===== src/rtl/core/urde_pkg.sv =====
package urde_pkg;

   // Command codes carried on the request tuser.
   localparam logic [1:0] FUNC_WRITE   = 2'd0;
   localparam logic [1:0] FUNC_READ    = 2'd1;
   localparam logic [1:0] FUNC_RX_BYTE = 2'd2;
   localparam logic [1:0] FUNC_TIMEOUT = 2'd3;

   // Completion status codes.
   localparam logic [1:0] STATUS_OK       = 2'd0;
   localparam logic [1:0] STATUS_BAD_SYNC = 2'd1;
   localparam logic [1:0] STATUS_BAD_CRC  = 2'd2;
   localparam logic [1:0] STATUS_TIMEOUT  = 2'd3;

   // Result word kinds.
   localparam logic KIND_TX   = 1'b0;
   localparam logic KIND_RESP = 1'b1;

   localparam logic [7:0] SYNC_BYTE = 8'h05;
   localparam logic [7:0] CRC_POLY  = 8'h07;
   localparam logic       READ_FLAG = 1'b1;

   // Response framing: bytes 0 to 7, data in bytes 3 to 6.
   localparam logic [3:0] RX_DATA_FIRST = 4'd3;
   localparam logic [3:0] RX_LAST       = 4'd7;

   // Index of the CRC byte in each outgoing datagram.
   localparam logic [2:0] WRITE_LAST_IDX = 3'd7;
   localparam logic [2:0] READ_LAST_IDX  = 3'd3;

   localparam int REQ_TDATA_W = 48;
   localparam int RSP_TDATA_W = 48;

   typedef struct packed {
      logic       fire;
      logic [1:0] status;
      logic [31:0] data;
   } rx_done_type;

   typedef struct packed {
      logic        kind;
      logic [7:0]  tx_byte;
      logic        last_byte;
      logic [31:0] read_data;
      logic [1:0]  status;
   } word_type;

   // CRC-8, polynomial 0x07, register shifted MSB first, data bits fed LSB first.
   function automatic logic [7:0] crc_feed(input logic [7:0] crc, input logic [7:0] data);
      logic [7:0] c;
      logic [7:0] b;
      c = crc;
      b = data;
      for (int i = 0; i < 8; i++) begin
         if (c[7] ^ b[0]) begin
            c = {c[6:0], 1'b0} ^ CRC_POLY;
         end else begin
            c = {c[6:0], 1'b0};
         end
         b = {1'b0, b[7:1]};
      end
      return c;
   endfunction

endpackage


===== src/rtl/core/urde_rx.sv =====
module urde_rx (
   input  logic                  clock,
   input  logic                  reset,
   input  logic                  accept,
   input  logic [1:0]            func,
   input  logic [7:0]            rx_byte,
   output urde_pkg::rx_done_type done,
   output logic                  receiving
);

   logic        receiving_ff, receiving_in;
   logic [3:0]  count_ff, count_in;
   logic [7:0]  crc_ff, crc_in;
   logic        sync_ff, sync_in;
   logic [31:0] value_ff, value_in;
   logic        at_last;

   assign at_last   = (count_ff >= urde_pkg::RX_LAST);
   assign receiving = receiving_ff;

   // The completion is decided from the state before this word is absorbed.
   always_comb begin
      done.fire   = receiving_ff && ((func == urde_pkg::FUNC_TIMEOUT) ||
                                     ((func == urde_pkg::FUNC_RX_BYTE) && at_last));
      done.status = urde_pkg::STATUS_OK;
      done.data   = '0;
      if (func == urde_pkg::FUNC_TIMEOUT) begin
         done.status = urde_pkg::STATUS_TIMEOUT;
      end else if (!sync_ff) begin
         done.status = urde_pkg::STATUS_BAD_SYNC;
      end else if (crc_ff != rx_byte) begin
         done.status = urde_pkg::STATUS_BAD_CRC;
      end else begin
         done.data = value_ff;
      end
   end

   always_comb begin
      receiving_in = receiving_ff;
      count_in     = count_ff;
      crc_in       = crc_ff;
      sync_in      = sync_ff;
      value_in     = value_ff;
      if (accept) begin
         if (func == urde_pkg::FUNC_READ) begin
            receiving_in = 1'b1;
            count_in     = '0;
            crc_in       = '0;
            sync_in      = 1'b0;
            value_in     = '0;
         end else if (receiving_ff && (func == urde_pkg::FUNC_TIMEOUT)) begin
            receiving_in = 1'b0;
         end else if (receiving_ff && (func == urde_pkg::FUNC_RX_BYTE)) begin
            count_in = count_ff + 4'd1;
            if (at_last) begin
               receiving_in = 1'b0;
            end else begin
               if (count_ff == '0) begin
                  sync_in = (rx_byte == urde_pkg::SYNC_BYTE);
               end
               if (count_ff >= urde_pkg::RX_DATA_FIRST) begin
                  value_in = {value_ff[23:0], rx_byte};
               end
               crc_in = urde_pkg::crc_feed(crc_ff, rx_byte);
            end
         end
      end
   end

   always_ff @(posedge clock) begin
      if (reset) begin
         receiving_ff <= 1'b0;
         count_ff     <= '0;
         crc_ff       <= '0;
         sync_ff      <= 1'b0;
         value_ff     <= '0;
      end else begin
         receiving_ff <= receiving_in;
         count_ff     <= count_in;
         crc_ff       <= crc_in;
         sync_ff      <= sync_in;
         value_ff     <= value_in;
      end
   end

endmodule


===== src/rtl/core/urde_serializer.sv =====
module urde_serializer (
   input  logic                  clock,
   input  logic                  reset,
   input  logic                  accept,
   input  logic [1:0]            func,
   input  logic [6:0]            reg_addr,
   input  logic [31:0]           write_data,
   input  urde_pkg::rx_done_type done,
   input  logic [7:0]            node_address,
   input  logic                  out_load,
   output logic                  ready,
   output logic                  emit,
   output logic                  busy,
   output urde_pkg::word_type    word
);

   logic        busy_ff, busy_in;
   logic        resp_ff, resp_in;
   logic        read_ff, read_in;
   logic [2:0]  idx_ff, idx_in;
   logic [7:0]  crc_ff, crc_in;
   logic [7:0]  reg_ff, reg_in;
   logic [31:0] data_ff, data_in;
   logic [1:0]  status_ff, status_in;
   logic        load;
   logic        at_end;
   logic        finish;
   logic [2:0]  last_idx;
   logic [7:0]  cur_byte;

   assign load     = accept && ((func == urde_pkg::FUNC_WRITE) ||
                                (func == urde_pkg::FUNC_READ) || done.fire);
   assign last_idx = read_ff ? urde_pkg::READ_LAST_IDX : urde_pkg::WRITE_LAST_IDX;
   assign at_end   = resp_ff || (idx_ff == last_idx);
   assign emit     = busy_ff && out_load;
   assign finish   = emit && at_end;
   assign ready    = !busy_ff || finish;
   assign busy     = busy_ff;

   always_comb begin
      case (idx_ff)
         3'd0:    cur_byte = urde_pkg::SYNC_BYTE;
         3'd1:    cur_byte = node_address;
         3'd2:    cur_byte = reg_ff;
         3'd3:    cur_byte = data_ff[31:24];
         3'd4:    cur_byte = data_ff[23:16];
         3'd5:    cur_byte = data_ff[15:8];
         3'd6:    cur_byte = data_ff[7:0];
         default: cur_byte = '0;
      endcase
   end

   always_comb begin
      word.kind      = resp_ff ? urde_pkg::KIND_RESP : urde_pkg::KIND_TX;
      word.tx_byte   = '0;
      word.last_byte = 1'b0;
      word.read_data = '0;
      word.status    = urde_pkg::STATUS_OK;
      if (resp_ff) begin
         word.read_data = data_ff;
         word.status    = status_ff;
      end else if (idx_ff == last_idx) begin
         word.tx_byte   = crc_ff;
         word.last_byte = 1'b1;
      end else begin
         word.tx_byte = cur_byte;
      end
   end

   always_comb begin
      busy_in   = busy_ff;
      resp_in   = resp_ff;
      read_in   = read_ff;
      idx_in    = idx_ff;
      crc_in    = crc_ff;
      reg_in    = reg_ff;
      data_in   = data_ff;
      status_in = status_ff;
      if (finish) begin
         busy_in = 1'b0;
      end else if (emit) begin
         idx_in = idx_ff + 3'd1;
         crc_in = urde_pkg::crc_feed(crc_ff, cur_byte);
      end
      if (load) begin
         busy_in   = 1'b1;
         resp_in   = !((func == urde_pkg::FUNC_WRITE) || (func == urde_pkg::FUNC_READ));
         read_in   = (func == urde_pkg::FUNC_READ);
         idx_in    = '0;
         crc_in    = '0;
         reg_in    = {(func == urde_pkg::FUNC_READ) & urde_pkg::READ_FLAG, reg_addr};
         data_in   = (func == urde_pkg::FUNC_WRITE) ? write_data : done.data;
         status_in = done.status;
      end
   end

   always_ff @(posedge clock) begin
      if (reset) begin
         busy_ff <= 1'b0;
      end else begin
         busy_ff <= busy_in;
      end
   end

   always_ff @(posedge clock) begin
      resp_ff   <= resp_in;
      read_ff   <= read_in;
      idx_ff    <= idx_in;
      crc_ff    <= crc_in;
      reg_ff    <= reg_in;
      data_ff   <= data_in;
      status_ff <= status_in;
   end

endmodule


===== src/rtl/core/uart_register_datagram_engine.sv =====
// Register datagram engine for a single-wire serial bus. Each request word carries a command
// in req_tuser: a write (0) produces the eight-byte datagram sync 0x05, node address,
// register with bit 7 clear, four data bytes most significant first and a CRC-8; a read
// request (1) produces the four-byte datagram sync, node address, register with bit 7 set,
// CRC-8, and arms reception; a received byte (2) is collected into the response; a timeout (3)
// aborts a pending response. The CRC-8 uses polynomial 0x07 with initial value 0, shifting MSB
// first and feeding data bits LSB first. Every eighth response byte closes the response and
// yields one completion word (rsp_tuser high) with the data of bytes 3 to 6 and a status of
// ok, bad sync, bad CRC or timeout; data is zero unless the status is ok. Bytes that arrive
// while no response is expected, and timeouts then, produce no word. Throughput: the byte
// serializer sends one result word per cycle while rsp_tready is high, so a write command
// occupies it for its eight bytes, a read request for its four and a response completion for
// its one word, while a received byte that does not complete a response does not occupy it; a new
// request word is taken in the same cycle that the serializer hands its final word to the
// output register. The output register holds one word. While it is full and rsp_tready is
// low the serializer pauses, so every such stall delays the command in progress and holds
// off the next request word. The node address is set through csr_we and csr_wdata and should
// only be changed while the engine is idle.
module uart_register_datagram_engine (
   input  logic                              clock,
   input  logic                              reset,

   input  logic                              csr_we,
   input  logic [7:0]                        csr_wdata,     // node_address

   input  logic                              req_tvalid,
   output logic                              req_tready,
   // Bits from the lowest up: reg_addr[6:0], write_data[38:7], rx_byte[46:39], zero fill.
   input  logic [urde_pkg::REQ_TDATA_W-1:0]  req_tdata,
   input  logic [1:0]                        req_tuser,     // func

   output logic                              rsp_tvalid,
   input  logic                              rsp_tready,
   // Bits from the lowest up: tx_byte[7:0], read_data[39:8], status[41:40], zero fill.
   output logic [urde_pkg::RSP_TDATA_W-1:0]  rsp_tdata,
   output logic                              rsp_tlast,     // last_byte
   output logic                              rsp_tuser      // kind
);

   logic                  accept;
   logic [1:0]            func;
   logic [6:0]            reg_addr;
   logic [31:0]           write_data;
   logic [7:0]            rx_byte;
   logic [7:0]            node_address_ff;
   logic                  out_load;
   logic                  emit;
   logic                  ser_busy;
   logic                  receiving;
   urde_pkg::rx_done_type rx_done;
   urde_pkg::word_type    ser_word;
   logic                  out_valid_ff, out_valid_in;
   urde_pkg::word_type    out_word_ff;

   assign func       = req_tuser;
   assign reg_addr   = req_tdata[6:0];
   assign write_data = req_tdata[38:7];
   assign rx_byte    = req_tdata[46:39];
   assign accept     = req_tvalid && req_tready;

   // The node address register; the user writes it only while the engine is idle, which the block does not enforce.
   always_ff @(posedge clock) begin
      if (reset) begin
         node_address_ff <= '0;
      end else if (csr_we) begin
         node_address_ff <= csr_wdata;
      end
   end

   // Response collection: sync check, running CRC and data assembly, one byte per word.
   urde_rx u_rx (
      .clock     (clock),
      .reset     (reset),
      .accept    (accept),
      .func      (func),
      .rx_byte   (rx_byte),
      .done      (rx_done),
      .receiving (receiving)
   );

   // Holds the accepted command and sends its words one per cycle unless stalled, CRC computed on the fly.
   urde_serializer u_ser (
      .clock        (clock),
      .reset        (reset),
      .accept       (accept),
      .func         (func),
      .reg_addr     (reg_addr),
      .write_data   (write_data),
      .done         (rx_done),
      .node_address (node_address_ff),
      .out_load     (out_load),
      .ready        (req_tready),
      .emit         (emit),
      .busy         (ser_busy),
      .word         (ser_word)
   );

   // Output register: it takes a new word whenever it is empty or its word leaves now.
   assign out_load = !out_valid_ff || rsp_tready;

   always_comb begin
      out_valid_in = out_valid_ff;
      if (emit) begin
         out_valid_in = 1'b1;
      end else if (rsp_tready) begin
         out_valid_in = 1'b0;
      end
   end

   always_ff @(posedge clock) begin
      if (reset) begin
         out_valid_ff <= 1'b0;
      end else begin
         out_valid_ff <= out_valid_in;
      end
   end

   always_ff @(posedge clock) begin
      if (emit) begin
         out_word_ff <= ser_word;
      end
   end

   assign rsp_tvalid = out_valid_ff;
   assign rsp_tuser  = out_word_ff.kind;
   assign rsp_tlast  = out_word_ff.last_byte;
   assign rsp_tdata  = {6'd0, out_word_ff.status, out_word_ff.read_data, out_word_ff.tx_byte};

   // A write or read command always leaves the serializer with words to send.
   assert property (@(posedge clock) disable iff (reset)
      accept && ((func == urde_pkg::FUNC_WRITE) || (func == urde_pkg::FUNC_READ)) |=> ser_busy)
      else $error("serializer idle after a transmit command");

   // A read request always leaves the engine waiting for a response.
   assert property (@(posedge clock) disable iff (reset)
      accept && (func == urde_pkg::FUNC_READ) |=> receiving)
      else $error("reception not armed after a read request");

   // A failed completion never carries data.
   assert property (@(posedge clock) disable iff (reset)
      rsp_tvalid && (rsp_tuser == urde_pkg::KIND_RESP) &&
      (rsp_tdata[41:40] != urde_pkg::STATUS_OK) |-> (rsp_tdata[39:8] == '0))
      else $error("data on a failed completion");

   // A transmit word carries neither data nor status.
   assert property (@(posedge clock) disable iff (reset)
      rsp_tvalid && (rsp_tuser == urde_pkg::KIND_TX) |->
      (rsp_tdata[41:8] == '0))
      else $error("stray fields on a transmit word");

endmodule


===== config.mk =====
export PLATFORM = sky130hd
export DESIGN_NAME = uart_register_datagram_engine
export DESIGN_NICKNAME = d
export VERILOG_FILES = /design/src/rtl/core/urde_pkg.sv /design/src/rtl/core/urde_rx.sv /design/src/rtl/core/urde_serializer.sv /design/src/rtl/core/uart_register_datagram_engine.sv
export SDC_FILE = /design/constraint.sdc
export NUM_CORES = 1
export LEC_CHECK = 0
export ABC_AREA = 1
export BUFFER_PORTS_ARGS = -buffer_cell sky130_fd_sc_hd__clkbuf_2
export CORE_UTILIZATION = 30
export CTS_CLUSTER_SIZE = 12
export DETAILED_ROUTE_END_ITERATION = 10
export PLACE_DENSITY = 0.59
export REMOVE_ABC_BUFFERS = 1
export SYNTH_ARGS = -nofsm -noshare
export SYNTH_HDL_FRONTEND = slang
export SYNTH_SLANG_ARGS = --single-unit

===== constraint.sdc =====
create_clock -name clock -period 5.6 [get_ports clock]
set_input_delay 1.12 -clock clock [delete_from_list [all_inputs] [get_ports clock]]
set_output_delay 1.12 -clock clock [all_outputs]
set_load 0.02 [all_outputs]

==> Word-level counts from Yosys, hierarchy flattened <==
Cells that the tools add are included.
{ "op_classes": {"bitwise": 34, "mux": 101, "n_lt_le_gt_ge": 2, "add_sub_neg": 2, "n_reduce_logical": 34, "n_eq_ne": 14} }
{ "op_table": {"columns": ["op", "count"], "rows": [
  ["$mux W8", 54],
  ["$mux W32", 9],
  ["$pmux W8 S7", 1],
  ["$mux W3", 17],
  ["$not A3 Y3", 16],
  ["$xor A1 B1 Y1", 16],
  ["$mux W1", 15],
  ["$mux W4", 3],
  ["$reduce_and A5 Y1", 2],
  ["$reduce_bool A2 Y1", 5],
  ["$eq A3 B3 Y1 const B", 3],
  ["$eq A8 B3 Y1 const B", 1],
  ["$logic_and A1 B1 Y1", 8],
  ["$ne A8 B8 Y1", 1],
  ["$eq A3 B2 Y1 const B", 2],
  ["$logic_or A1 B1 Y1", 6],
  ["$reduce_and A3 Y1", 2],
  ["$reduce_bool A3 Y1", 2],
  ["$add A4 B1 Y4 const B", 1],
  ["$eq A2 B2 Y1 const B", 2],
  ["$ge A4 B2 Y1 const B", 1],
  ["$ge A4 B3 Y1 const B", 1],
  ["$logic_not A4 Y1", 1],
  ["$mux W2", 2],
  ["13 further kinds", 16]
]} }
{ "totals": {"ff_bits": 155, "elab_cells": 208, "output_inout_bits": 52, "in_bits": 63} }

==> Longest topological paths before layout <==
Gate-level depths: netlist (run 1).
{ "depth": {"ltp_word": 55, "ltp_mapped": 18, "depth_no_buf": 18} }

==> By module <==
Synthesis (run 1) repeated with hierarchy kept, for this count alone.
{ "unflattened": {"hier_cells": 910, "hier_area_um2": 7719.9} }
{ "by_module_without_submodules": {"columns": ["mod", "n_inst", "area_each_um2", "cells_each"], "rows": [
  ["urde_serializer", 1, 3443.3, 446],
  ["urde_rx", 1, 2595.0, 372],
  ["uart_register_datagram_engine", 1, 1681.6, 92]
]} }

==> Least setup slack after synthesis (run 1) <==
No wires, ideal clock.
{ "synth_path": {"kind": "input -> register", "start": "input rsp_tready", "end": "register u_ser.data_ff[0] (enable)", "setup_ns": 0.397, "arrival_ns": 4.804, "setup_slack_ns": 0.398, "required_ns": 5.203, "path_stages": 9, "path_cell_list": "inv_1 > nand2_1 > inv_1 > nor2_1 > nand2_2 > a21boi_2 > o21ai_0 > buf_2 > inv_1"} }
{ "synth_via": {"elab_chain_cells": 6} }
{ "synth_rtl": {"columns": ["item", "line_no", "source"], "rows": [
  ["from (decl)", "uart_register_datagram_engine.sv:33", "input logic rsp_tready,"],
  ["$logic_or A1 B1 Y1", "uart_register_datagram_engine.sv:99", "assign out_load = !out_valid_ff || rsp_tready;"],
  ["$logic_and A1 B1 Y1", "urde_serializer.sv:35", "assign emit = busy_ff && out_load;"],
  ["named net emit", "uart_register_datagram_engine.sv:47", "logic emit;"],
  ["$logic_and A1 B1 Y1", "urde_serializer.sv:36", "assign finish = emit && at_end;"],
  ["$logic_or A1 B1 Y1", "urde_serializer.sv:37", "assign ready = !busy_ff || finish;"],
  ["$logic_and A1 B1 Y1", "uart_register_datagram_engine.sv:59", "assign accept = req_tvalid && req_tready;"],
  ["$logic_and A1 B1 Y1", "urde_serializer.sv:31", "assign load = accept && ((func == urde_pkg::FUNC_WRITE) ||"],
  ["to (signal assigned)", "urde_serializer.sv:111", "data_ff <= data_in;"],
  ["to (decl)", "urde_serializer.sv:23", "logic [31:0] data_ff, data_in;"]
]} }
The timed path passes the listed nets, and every way through them passes these cells.
A chain may end at the register's enable or synchronous reset.

==> Worst setup path in the final report (run 1) <==
{ "layout_path": {"start": "input req_tuser[0]", "end": "register u_rx.value_ff[22]"} }
{ "layout_via": {"elab_chain_cells": 4} }
{ "layout_rtl": {"columns": ["item", "line_no", "source"], "rows": [
  ["from (decl)", "uart_register_datagram_engine.sv:30", "input logic [1:0] req_tuser,"],
  ["$eq A2 B2 Y1 (on tied branches)", "urde_rx.sv:51, urde_rx.sv:53", null],
  ["$logic_and A1 B1 Y1 (on tied branches)", "urde_rx.sv:51, urde_rx.sv:53", null],
  ["$ne A2 B1 Y1 (no source line) / $reduce_bool A2 Y1 (equally long branches)", null, null],
  ["$reduce_and A5 Y1 (no source line)", null, null],
  ["to (signal assigned)", "urde_rx.sv:82", "value_ff <= value_in;"],
  ["to (decl)", "urde_rx.sv:15", "logic [31:0] value_ff, value_in;"]
]} }
Several ways; a longest one is shown, not always the timed one.

==> reports/metrics.csv, run 1 <==
stage,metric,value,unit
status,status,completed,
global_route,grtUsageTotal,0.153,
detailed_routing,drc,0,
place,dp_hpwl,12900,um
place,dpl_cell_area,8110,sq um
detailed_routing,vias_per_cell,4.54,
sta,setup_violations,0,
place,io_buffers,107,
synthesis,ys_ff_latch,154,
floorplan,die_h,158,um
power,peakVddDrop,187,uV
synthesis,synth_top_family_by_area,simple AND/OR/NAND/NOR gates,
floorplan,pin_count,115,
hold_path,hold_depth,2,
setup_path,critical_path_class,input pin to register,
floorplan,die_w,158,um
clocking,hold_buffers,0,
setup_path,crit_path_max_fanout,35,
setup_path,reg2reg_depth,12,
sta,whs,462,ps
clocking,insertion_delay,430,ps
floorplan,coreArea,23800,sq um
sta,max_freq,295,MHz
synthesis,synth-xor-area-share,0.0370,
setup_path,path_cells,"clkbuf_2, inv_2, nor2_2, o22ai_1, inv_1, nand2_1, inv_2, nand2_1, nand2_1, a21oi_1",
place,place_congestion,0.825,
sta,fin_crit,3390,ps
job,max_cap_viol_count,0,
synthesis,synth_cell_types,29,
finish,stdcell_area,8650,sq um
sta,min_period_over_period,0.605,
global_route,grt_max_degree,46,
setup_path,max_stage_delay,810,ps
synthesis,netlist_instances,893,
synthesis,seq_area_frac_synth,0.539,
clocking,cts_sinks,154,
sta,drv_slew,0,
floorplan,start_util,0.309,
power,p_per_area,324,nW/um^2
setup_path,critPathCapture,u_rx.value_ff[22]$_SDFFE_PP0P_,
setup_path,cp-end-kind,register,
global_route,grt_overflow,0,
detailed_routing,drt_first_pass_iters,5,
setup_path,start_kind,input pin,
sta,slew_headroom,0.263,
detailed_routing,drt-total-wl,18300,um
synthesis,muxShareOfSynthArea,0,
clocking,cts_tree,built,
hold_path,min_from,u_rx.value_ff[27]$_SDFFE_PP0P_,
synthesis,syn_area,7340,sq um
floorplan,fp-row-count,56,
synthesis,synth_compound_area_frac,0.0815,
global_route,antenna_found_initial,0,
setup_path,slowest_stage,nand2_1,
finish,num_antenna_cells,0,
setup_path,reg2reg_from,u_ser.idx_ff[2]$_SDFFE_PP0P_,
finish,final_cell_mix,"nand2_1 (272), nand3_1 (111), clkbuf_2 (107)",
setup_path,cpLargestDelayFamily,simple AND/OR/NAND/NOR gates,
setup_path,critPathBufInv,4,
clocking,cts_buffers,17,
clocking,htreeDepth,4,
clocking,cts_repair_resize_count,0,
sta,fin_skew,13.2,ps
setup_path,worst-endpoint-required,5960,ps
setup_path,ff2ff_setup_slack,2460,ps
clocking,ctsLongestPathBuffers,2,
sta,setup_tns,0,ps
detailed_routing,drtIter0Drc,369,
global_route,grt_pass1_vias,5622,
setup_path,cp.arrival,3740,ps
sta,hold_viol,0,
sta,worst_pin_slew,1100,ps
finish,nets,1055,
synthesis,syn-mean-instance-area,8.22,sq um
finish,areaGrowthSynthToFinish,17.9,%
setup_path,cp_common_cell,nand2_1,
detailed_routing,ant_nets,0,
setup_path,cp.depth,10,
clocking,path_clk_slew,60,ps
setup_path,critical_path.startpoint,req_tuser[0],
sta,rsz0062_at_grt,false,
detailed_routing,wire_per_inst,13.9,um
finish,layout_commonest_cell,nand2_1,
clocking,cts_root_buf,clkbuf_16,
detailed_routing,via_count,5974,
synthesis,ys_warn_count,0,
hold_path,min_path_type,register to register,
finish,drive_gt1_frac,0.155,
finish,fill_cells,2421,
synthesis,synthSimpleGateAreaFrac,0.246,
setup_path,r2r_end,u_rx.value_ff[22]$_SDFFE_PP0P_,
power,p_leak,0.00376,uW
synthesis,synthAdderAreaFrac,0.0119,
global_route,grt_pass1_wl,29000,um
floorplan,dieArea,25100,sq um
clocking,cts_setup_buffers,0,
## flip-flops by register name (all words and copies together), names as in the netlist
register         flops
u_ser.resp_ff        1
u_rx.crc_ff          8
u_ser.idx_ff         3
u_ser.status_ff      2
rsp_tvalid           1
u_ser.crc_ff         8
node_address_ff      8
u_ser.read_ff        1
u_rx.sync_ff         1
u_rx.value_ff       32
u_ser.busy           1
rsp_tlast            1
u_ser.reg_ff         7
u_rx.receiving       1
u_rx.count_ff        4
rsp_tdata           42
rsp_tuser            1
u_ser.data_ff       32
## cell families after synthesis
family | after synthesis
simple gates | 434
flops | 154
buf+inv | 149
compound gates | 117
other cells | 1
xor+xnor | 31
fa+ha+maj | 7
## report_power, final
group | leakage, uW | switching [uW] | internal (uW)
registers | 0.00137 | 30.0 | 1260
clock network | 0.000258 | 458 | 606
logic | 0.00213 | 309 | 140
## worst register-to-register path: cells and delay by family, from the launching register on
kind / cells / cell delay (ps)
AO/OA/AOI/OAI: 1 / 80
XOR/XNOR: 1 / 200
buffers and inverters: 1 / 130
flip-flops: 1 / 770
AND/OR/NAND/NOR: 9 / 1840
## metrics by stage
stage / worst slack, ps / utilization / instances / total power [uW]
4_1_cts: 2260 / 0.364 / 1317 / 2820
2_1_floorplan: 275 / - / 853 / 1620
6_report: 2210 / 0.364 / 1317 / 2800
5_1_grt: 1930 / 0.364 / 1317 / 2940
3_3_place_gp: 1840 / 0.342 / 1285 / 1750
3_5_place_dp: 1820 / 0.342 / 1285 / 1760
## routing by layer
layer	vias to the layer above	track usage	routed length, um
li1	3066	-	-
met1	2735	0.195	8240
met2	147	0.251	8690
met3	26	0.0381	1070
met4	0	0.0549	344
met5	-	0	0
## how the worst min path moves through the flow
stage	slack [ps]	endpoint
CTS	460	u_rx.value_ff[27]$_SDFFE_PP0P_
finish	460	u_rx.value_ff[27]$_SDFFE_PP0P_
global route	480	u_rx.value_ff[27]$_SDFFE_PP0P_
detailed placement	450	u_rx.value_ff[27]$_SDFFE_PP0P_
floorplan	430	u_rx.value_ff[24]$_SDFFE_PP0P_
global placement	450	u_rx.value_ff[26]$_SDFFE_PP0P_
## final cells by class
| cell class | count | area [sq um] | area share |
|---|---|---|---|
| Inverter | 104 | 390 | 0.0451 |
| Tap cell | 319 | 399 | 0.0461 |
| Multi-Input combinational cell | 595 | 2790 | 0.322 |
| Clock inverter | 13 | 106 | 0.0123 |
| Sequential cell | 154 | 3950 | 0.457 |
| Timing Repair Buffer | 113 | 581 | 0.0671 |
| Clock buffer | 19 | 433 | 0.0500 |
## cell usage after synthesis
cell      count  share of area
a21boi_2      1         0.0015
dfxtp_1      67           0.18
ha_1          7          0.012
nor3_1        2         0.0014
buf_4         7         0.0072
nand4_1       3         0.0026
nand3_1     111          0.076
xnor2_1      20          0.024
nor2_1       38          0.019
a211oi_1      1         0.0010
nand2_1     272           0.14
clkinv_1      1        0.00051
buf_6         3         0.0046
clkbuf_1     26          0.013
a21oi_1      49          0.033
o21ai_0      63          0.043
xor2_1       11          0.013
edfxtp_1     87           0.36
nor4_1        1        0.00085
nor2_2        2         0.0017
o21ai_1       1        0.00068
o22ai_1       1        0.00085
conb_1        1        0.00051
inv_2         5         0.0026
nor2_4        1         0.0015
buf_2         9         0.0061
o211ai_1      1         0.0010
inv_1        98          0.050
nand2_2       4         0.0034
Note: power is estimated with default switching activity, not from simulation.
==> run 2: changes to the inputs <==
clock period = 3.15 ns   (was 5.6 ns; I/O delays follow)
==> reports/metrics.csv, run 2 (synthesized netlist as in run 1, its figures left out) <==
stage,metric,value,unit,change
status,status,completed,,unchanged
finish,layout_commonest_cell,nand2_1,,unchanged
finish,drive_gt1_frac,0.163,,was 0.155
clocking,hold_buffers,0,,unchanged
clocking,cts_sinks,154,,unchanged
floorplan,pin_count,115,,unchanged
clocking,cts_tree,built,,unchanged
sta,fin_skew,9.79,ps,was 13.2 ps
finish,final_cell_mix,"nand2_1 (272), nand3_1 (111), clkbuf_2 (107)",,unchanged
setup_path,reg2reg_from,u_ser.idx_ff[0]$_SDFFE_PP0P_,,was u_ser.idx_ff[2]$_SDFFE_PP0P_
sta,rsz0062_at_grt,false,,unchanged
detailed_routing,wire_per_inst,13.8,um,was 13.9 um
clocking,cts_repair_resize_count,0,,unchanged
global_route,grtUsageTotal,0.152,,was 0.153
finish,largest_register_ffs,42,,unchanged
global_route,grt_max_degree,45,,was 46
floorplan,start_util,0.309,,unchanged
sta,setup_tns,0,ps,unchanged
detailed_routing,drtIter0Drc,363,,was 369
power,p_leak,0.00382,uW,was 0.00376 uW
sta,fin_crit,2380,ps,
setup_path,critical_path.startpoint,u_ser.idx_ff[0]$_SDFFE_PP0P_,,was req_tuser[0]
place,place_congestion,0.845,,was 0.825
finish,fill_cells,2473,,"was 2,421"
global_route,grt_pass1_wl,28800,um,"was 29,000 um"
setup_path,worst-endpoint-required,3480,ps,was 5960 ps
clocking,insertion_delay,430,ps,about the same
global_route,grt_pass1_vias,5594,,"was 5,622"
setup_path,start_kind,register,,was input pin
detailed_routing,via_count,6022,,"was 5,974"
power,clockPowerShare,0.398,,was 0.379
power,power,5150,uW,was 2800 uW
global_route,antenna_found_initial,0,,unchanged
setup_path,cp.arrival,2710,ps,was 3740 ps
finish,areaGrowthSynthToFinish,19.6,%,was 17.9%
hold_path,min_path_type,input pin to register,,was register to register
power,swShare,0.279,,was 0.284
sta,setup_violations,0,,unchanged
clocking,cts_root_buf,clkbuf_16,,unchanged
finish,num_antenna_cells,0,,unchanged
sta,hold_viol,0,,unchanged
floorplan,die_h,158,um,unchanged
power,seqPwrFrac,0.445,,was 0.460
clocking,cts_setup_buffers,0,,unchanged
power,pwr-share-comb,0.157,,was 0.160
sta,drv_slew,0,,unchanged
sta,max_freq,421,MHz,
floorplan,fp-row-count,56,,unchanged
global_route,grt_overflow,0,,unchanged
power,peakVddDrop,328,uV,was 187 uV
clocking,path_clk_slew,60,ps,about the same
sta,whs,377,ps,was 462 ps
detailed_routing,drt-total-wl,18200,um,"was 18,300 um"
place,io_buffers,107,,unchanged
detailed_routing,ant_nets,0,,unchanged
setup_path,crit_path_max_fanout,5,,was 35
setup_path,cp-end-kind,register,,unchanged
sta,slew_headroom,0.605,,was 0.263
detailed_routing,drt_first_pass_iters,5,,unchanged
clocking,cts_buffers,17,,unchanged
hold_path,min_from,req_tdata[4],,was u_rx.value_ff[27]$_SDFFE_PP0P_
sta,worst_pin_slew,592,ps,was 1100 ps
finish,finish.utilization,0.369,,was 0.364
clocking,htreeDepth,4,,unchanged
power,p_sw,1440,uW,was 797 uW
place,dp_hpwl,13100,um,"was 12,900 um"
floorplan,coreArea,23800,sq um,unchanged
power,internal-power,3710,uW,was 2010 uW
detailed_routing,drc,0,,unchanged
sta,min_period_over_period,0.755,,
detailed_routing,vias_per_cell,4.55,,was 4.54
floorplan,die_w,158,um,unchanged
finish,nets,1062,,"was 1,055"
floorplan,dieArea,25100,sq um,unchanged
power,p_per_area,587,nW/um^2,was 324 nW/um^2
job,max_cap_viol_count,0,,unchanged
setup_path,critical_path_class,register to register,,was input pin to register
clocking,ctsLongestPathBuffers,2,,unchanged
-- run 2: path summary, 6_finish.rpt --
path | cells past startpoint | slack, ps | end
min reg2reg | 2 | 460 | u_rx.value_ff[31]$_SDFFE_PP0P_
max reg2reg | 14 | 770 | u_ser.crc_ff[4]$_SDFFE_PP0P_
min | 1 | 380 | u_ser.reg_ff[4]$_DFFE_PP_
max | 14 | 770 | u_ser.crc_ff[4]$_SDFFE_PP0P_
-- run 2: through the flow --
stage	setup WS (ps)	cell area, sq um	std cells
final	773	8770	1324
after global routing	512	8770	1324
after CTS	737	8770	1324
after detailed placement	688	8180	1292
after global placement	709	8180	1292
after floorplan	-1690	7130	853
-- run 2: layout make-up --
| cell class | instances | area, sq um | area share |
|---|---|---|---|
| multi-input cells | 595 | 2790 | 0.318 |
| inverters | 104 | 390 | 0.0445 |
| clock inverters | 12 | 136 | 0.0155 |
| repair buffers | 120 | 646 | 0.0736 |
| clock buffers | 20 | 457 | 0.0521 |
| well taps | 319 | 399 | 0.0455 |
| flip-flops and latches | 154 | 3950 | 0.451 |
-- run 2: power by group through the flow --
stage	sequential [uW]	combinational, uW	clock (uW)
2_1_floorplan	2370	508	0
3_3_place_gp	2340	791	0
3_5_place_dp	2340	804	0
4_1_cts	2290	809	2090
5_1_grt	2300	913	2190
6_report	2290	806	2050
-- run 2: per-layer routing --
| layer | up-vias | track usage | wire length, um |
|---|---|---|---|
| li1 | 3083 | - | - |
| met1 | 2759 | 0.196 | 8150 |
| met2 | 159 | 0.244 | 8590 |
| met3 | 21 | 0.0403 | 1150 |
| met4 | 0 | 0.0563 | 361 |
| met5 | - | 0 | 0 |
-- run 2: worst max-delay path: stages (launching register included) --
cell and delay (ps):
dfxtp_1 370, inv_1 100, ha_1 300, nand2_1 100, inv_1 120, nand2_1 80, nand2_1 60, nor2_1 260
nand2_1 200, xor2_1 290, nand2_1 120, nand3_1 100, nand3_1 70, nand2_1 80, inv_1 30
==> run 3: changes to the inputs <==
ABC_AREA = 0   (was 1)
clock period = 2.4 ns   (was 3.15 ns; I/O delays follow)
==> reports/metrics.csv, run 3 <==
stage,metric,value,unit,change
status,status,"complete, but fails checks",,was completed
status,violations,negative setup slack,,
detailed_routing,ant_nets,0,,unchanged
global_route,grtUsageTotal,0.157,,was 0.152
synthesis,synth_area_leader_cell,edfxtp_1,,unchanged
clocking,ctsLongestPathBuffers,2,,unchanged
finish,layout_commonest_cell,clkbuf_2,,was nand2_1
finish,nets,830,,"was 1,062"
sta,drv_slew,0,,unchanged
global_route,grt_pass1_vias,5165,,"was 5,594"
clocking,cts_tree,built,,unchanged
floorplan,dieArea,23500,sq um,"was 25,100 sq um"
floorplan,fp-row-count,54,,was 56
finish,largest_register_ffs,42,,unchanged
job,max_cap_viol_count,0,,unchanged
synthesis,netlist_instances,608,,was 893
place,place_congestion,0.838,,was 0.845
finish,areaGrowthSynthToFinish,29.0,%,was 19.6%
finish,drive_gt1_frac,0.304,,was 0.163
clocking,cts_root_buf,clkbuf_16,,unchanged
power,peakVddDrop,414,uV,was 328 uV
sta,max_freq,403,MHz,was 421 MHz
global_route,grt_max_degree,38,,was 45
detailed_routing,drt_first_pass_iters,5,,unchanged
global_route,antenna_found_initial,0,,unchanged
detailed_routing,via_count,5176,,"was 6,022"
clocking,insertion_delay,420,ps,was 430 ps
setup_path,start_kind,register,,unchanged
detailed_routing,drtIter0Drc,288,,was 363
sta,min_period_over_period,1.03,,was 0.755
sta,setup_ws,-83.2,ps,was 773 ps
place,dp.cells,1012,,"was 1,292"
synthesis,synthTopCellsByArea,"edfxtp_1 (38%), dfxtp_1 (20%), a22o_1 (4.7%)",,"was edfxtp_1 (36%), dfxtp_1 (18%), nand2_1 (14%)"
floorplan,start_util,0.311,,was 0.309
clocking,path_clk_slew,60,ps,about the same
finish,finish.utilization,0.401,,was 0.369
clocking,cts_buffers,17,,unchanged
synthesis,yosysMostFrequentCell,edfxtp_1,,was nand2_1
power,p_per_area,825,nW/um^2,was 587 nW/um^2
sta,fin_skew,9.16,ps,was 9.79 ps
place,dp_hpwl,13100,um,about the same
finish,final_cell_mix,"clkbuf_2 (107), edfxtp_1 (87), dfxtp_1 (64)",,"was nand2_1 (272), nand3_1 (111), clkbuf_2 (107)"
synthesis,syn_area,6860,sq um,was 7340 sq um
setup_path,cp-end-kind,register,,unchanged
finish,num_antenna_cells,0,,unchanged
synthesis,synth_top_area_frac,0.381,,was 0.356
sta,worst_pin_slew,532,ps,was 592 ps
finish,final_cells,1053,,"was 1,324"
clocking,htreeDepth,4,,unchanged
finish,fill_cells,2152,,"was 2,473"
power,power,7300,uW,was 5150 uW
hold_path,min_from,req_tdata[5],,was req_tdata[4]
clocking,cts_sinks,154,,unchanged
place,io_buffers,107,,unchanged
sta,rsz0062_at_grt,true,,was false
detailed_routing,wire_per_inst,16.9,um,was 13.8 um
synthesis,synth_cell_types,63,,was 29
setup_path,reg2reg_from,u_ser.idx_ff[0]$_SDFFE_PP0P_,,unchanged
synthesis,synthTopCellsByCount,"edfxtp_1 (87), dfxtp_1 (67), nand2_1 (55)",,"was nand2_1 (272), nand3_1 (111), inv_1 (98)"
setup_path,critical_path.startpoint,u_ser.idx_ff[0]$_SDFFE_PP0P_,,unchanged
clocking,hold_buffers,0,,unchanged
synthesis,async_flop_share,0,,unchanged
detailed_routing,drt-total-wl,17800,um,"was 18,200 um"
sta,setup_violations,4,,was 0
hold_path,min_path_type,input pin to register,,unchanged
floorplan,coreArea,22100,sq um,"was 23,800 sq um"
sta,hold_viol,0,,unchanged
sta,fin_crit,2480,ps,was 2380 ps
synthesis,synth_flop_cell,edfxtp_1,,unchanged
power,p_leak,0.00341,uW,was 0.00382 uW
global_route,grt_overflow,0,,unchanged
detailed_routing,vias_per_cell,4.92,,was 4.55
setup_path,cp.arrival,2790,ps,was 2710 ps
synthesis,ys_ff_latch,154,,unchanged
floorplan,die_h,153,um,was 158 um
synthesis,synth_edf_count,87,,unchanged
place,place_ws,-201,ps,was 688 ps
setup_path,crit_path_max_fanout,4,,was 5
global_route,grt_pass1_wl,28000,um,"was 28,800 um"
sta,slew_headroom,0.645,,was 0.605
setup_path,critical_path_class,register to register,,unchanged
setup_path,worst-endpoint-required,2710,ps,was 3480 ps
synthesis,syn-mean-instance-area,11.3,sq um,was 8.22 sq um
synthesis,ys_warn_count,0,,unchanged
floorplan,die_w,153,um,was 158 um
detailed_routing,drc,0,,unchanged
synthesis,seq_area_frac_synth,0.576,,was 0.539
floorplan,pin_count,115,,unchanged
-- run 3: cell count changes in the layout (fill, tap and decap cells not counted), moves of 17 or more --
cell,previous run,this run
inv_1,98,4
buf_4,12,56
nand3_1,111,24
nand2_1,272,55
a21oi_1,49,32
a22oi_1,0,21
o21ai_0,63,10
a22o_1,0,37
and2_1,0,37
-- run 3: layer usage --
| layer | vias up | track usage | wire, um | part of all wire |
|---|---|---|---|---|
| li1 | 2510 | - | - | - |
| met1 | 2518 | 0.201 | 8080 | 0.45 |
| met2 | 134 | 0.261 | 8720 | 0.49 |
| met3 | 14 | 0.0431 | 885 | 0.050 |
| met4 | 0 | 0.0375 | 160 | 0.0090 |
| met5 | - | 0 | 0 | 0 |
-- run 3: logic make-up (layout without fill, tap and decap cells) --
kind of cell    count (synthesis)  count (layout)  share of synthesized area
simple gates                  197             197                      0.141
flops                         154             154                      0.576
compound gates                138             138                      0.148
buf+inv                        52             212                     0.0361
xor+xnor                       45              45                     0.0638
mux                            14              14                     0.0215
fa+ha+maj                       7               7                     0.0128
other cells                     1               6                   0.000547
-- run 3: stage by stage --
step / instance area, sq um / TNS [ps] / hold WS [ps]
final: 8850 / -153 / 242
after global routing: 8850 / -834 / 225
after CTS: 8750 / -63.5 / 233
after detailed placement: 8050 / -1050 / 461
after global placement: 8050 / -703 / 455
after floorplan: 6660 / -105040 / 438
-- run 3: final timing paths --
path / end / slack, ps / cells after the start
min: u_ser.reg_ff[5]$_DFFE_PP_ / 240 / 1
max reg2reg: u_ser.crc_ff[1]$_SDFFE_PP0P_ / -80 / 10
max: u_ser.crc_ff[1]$_SDFFE_PP0P_ / -80 / 10
min reg2reg: u_rx.value_ff[15]$_SDFFE_PP0P_ / 470 / 2
-- run 3: final cells by class --
class / count / area, sq um / area share
sequential: 154 / 3960 / 0.448
multi-input combinational: 407 / 2790 / 0.315
timing repair buffer: 172 / 1100 / 0.124
clock buffer: 21 / 482 / 0.0544
tap: 280 / 350 / 0.0396
clock inverter: 11 / 134 / 0.0151
inverter: 8 / 35.0 / 0.00396
-- run 3: timing repair --
action	4_1_cts	5_1_grt
endpoints found under the setup margin	9	10
setup buffers	2	7
pin swaps	13	11
resized for setup	20	8
-- run 3: critical path, cell delays in order, from the launching register on --
cell and delay [ps]:
dfxtp_4 390, inv_4 60, ha_4 170, buf_4 130
a222oi_1 340, o21ai_1 110, a221o_1 320, buf_4 170
or4b_1 460, o2111ai_1 110, o31ai_1 90
-- run 3: where the power goes --
part / switching (uW) / total, uW / internal, uW
logic: 671 / 1470 / 799
clock network: 1090 / 2750 / 1660
registers: 133 / 3080 / 2950
total: 1890 / 7300 / 5410
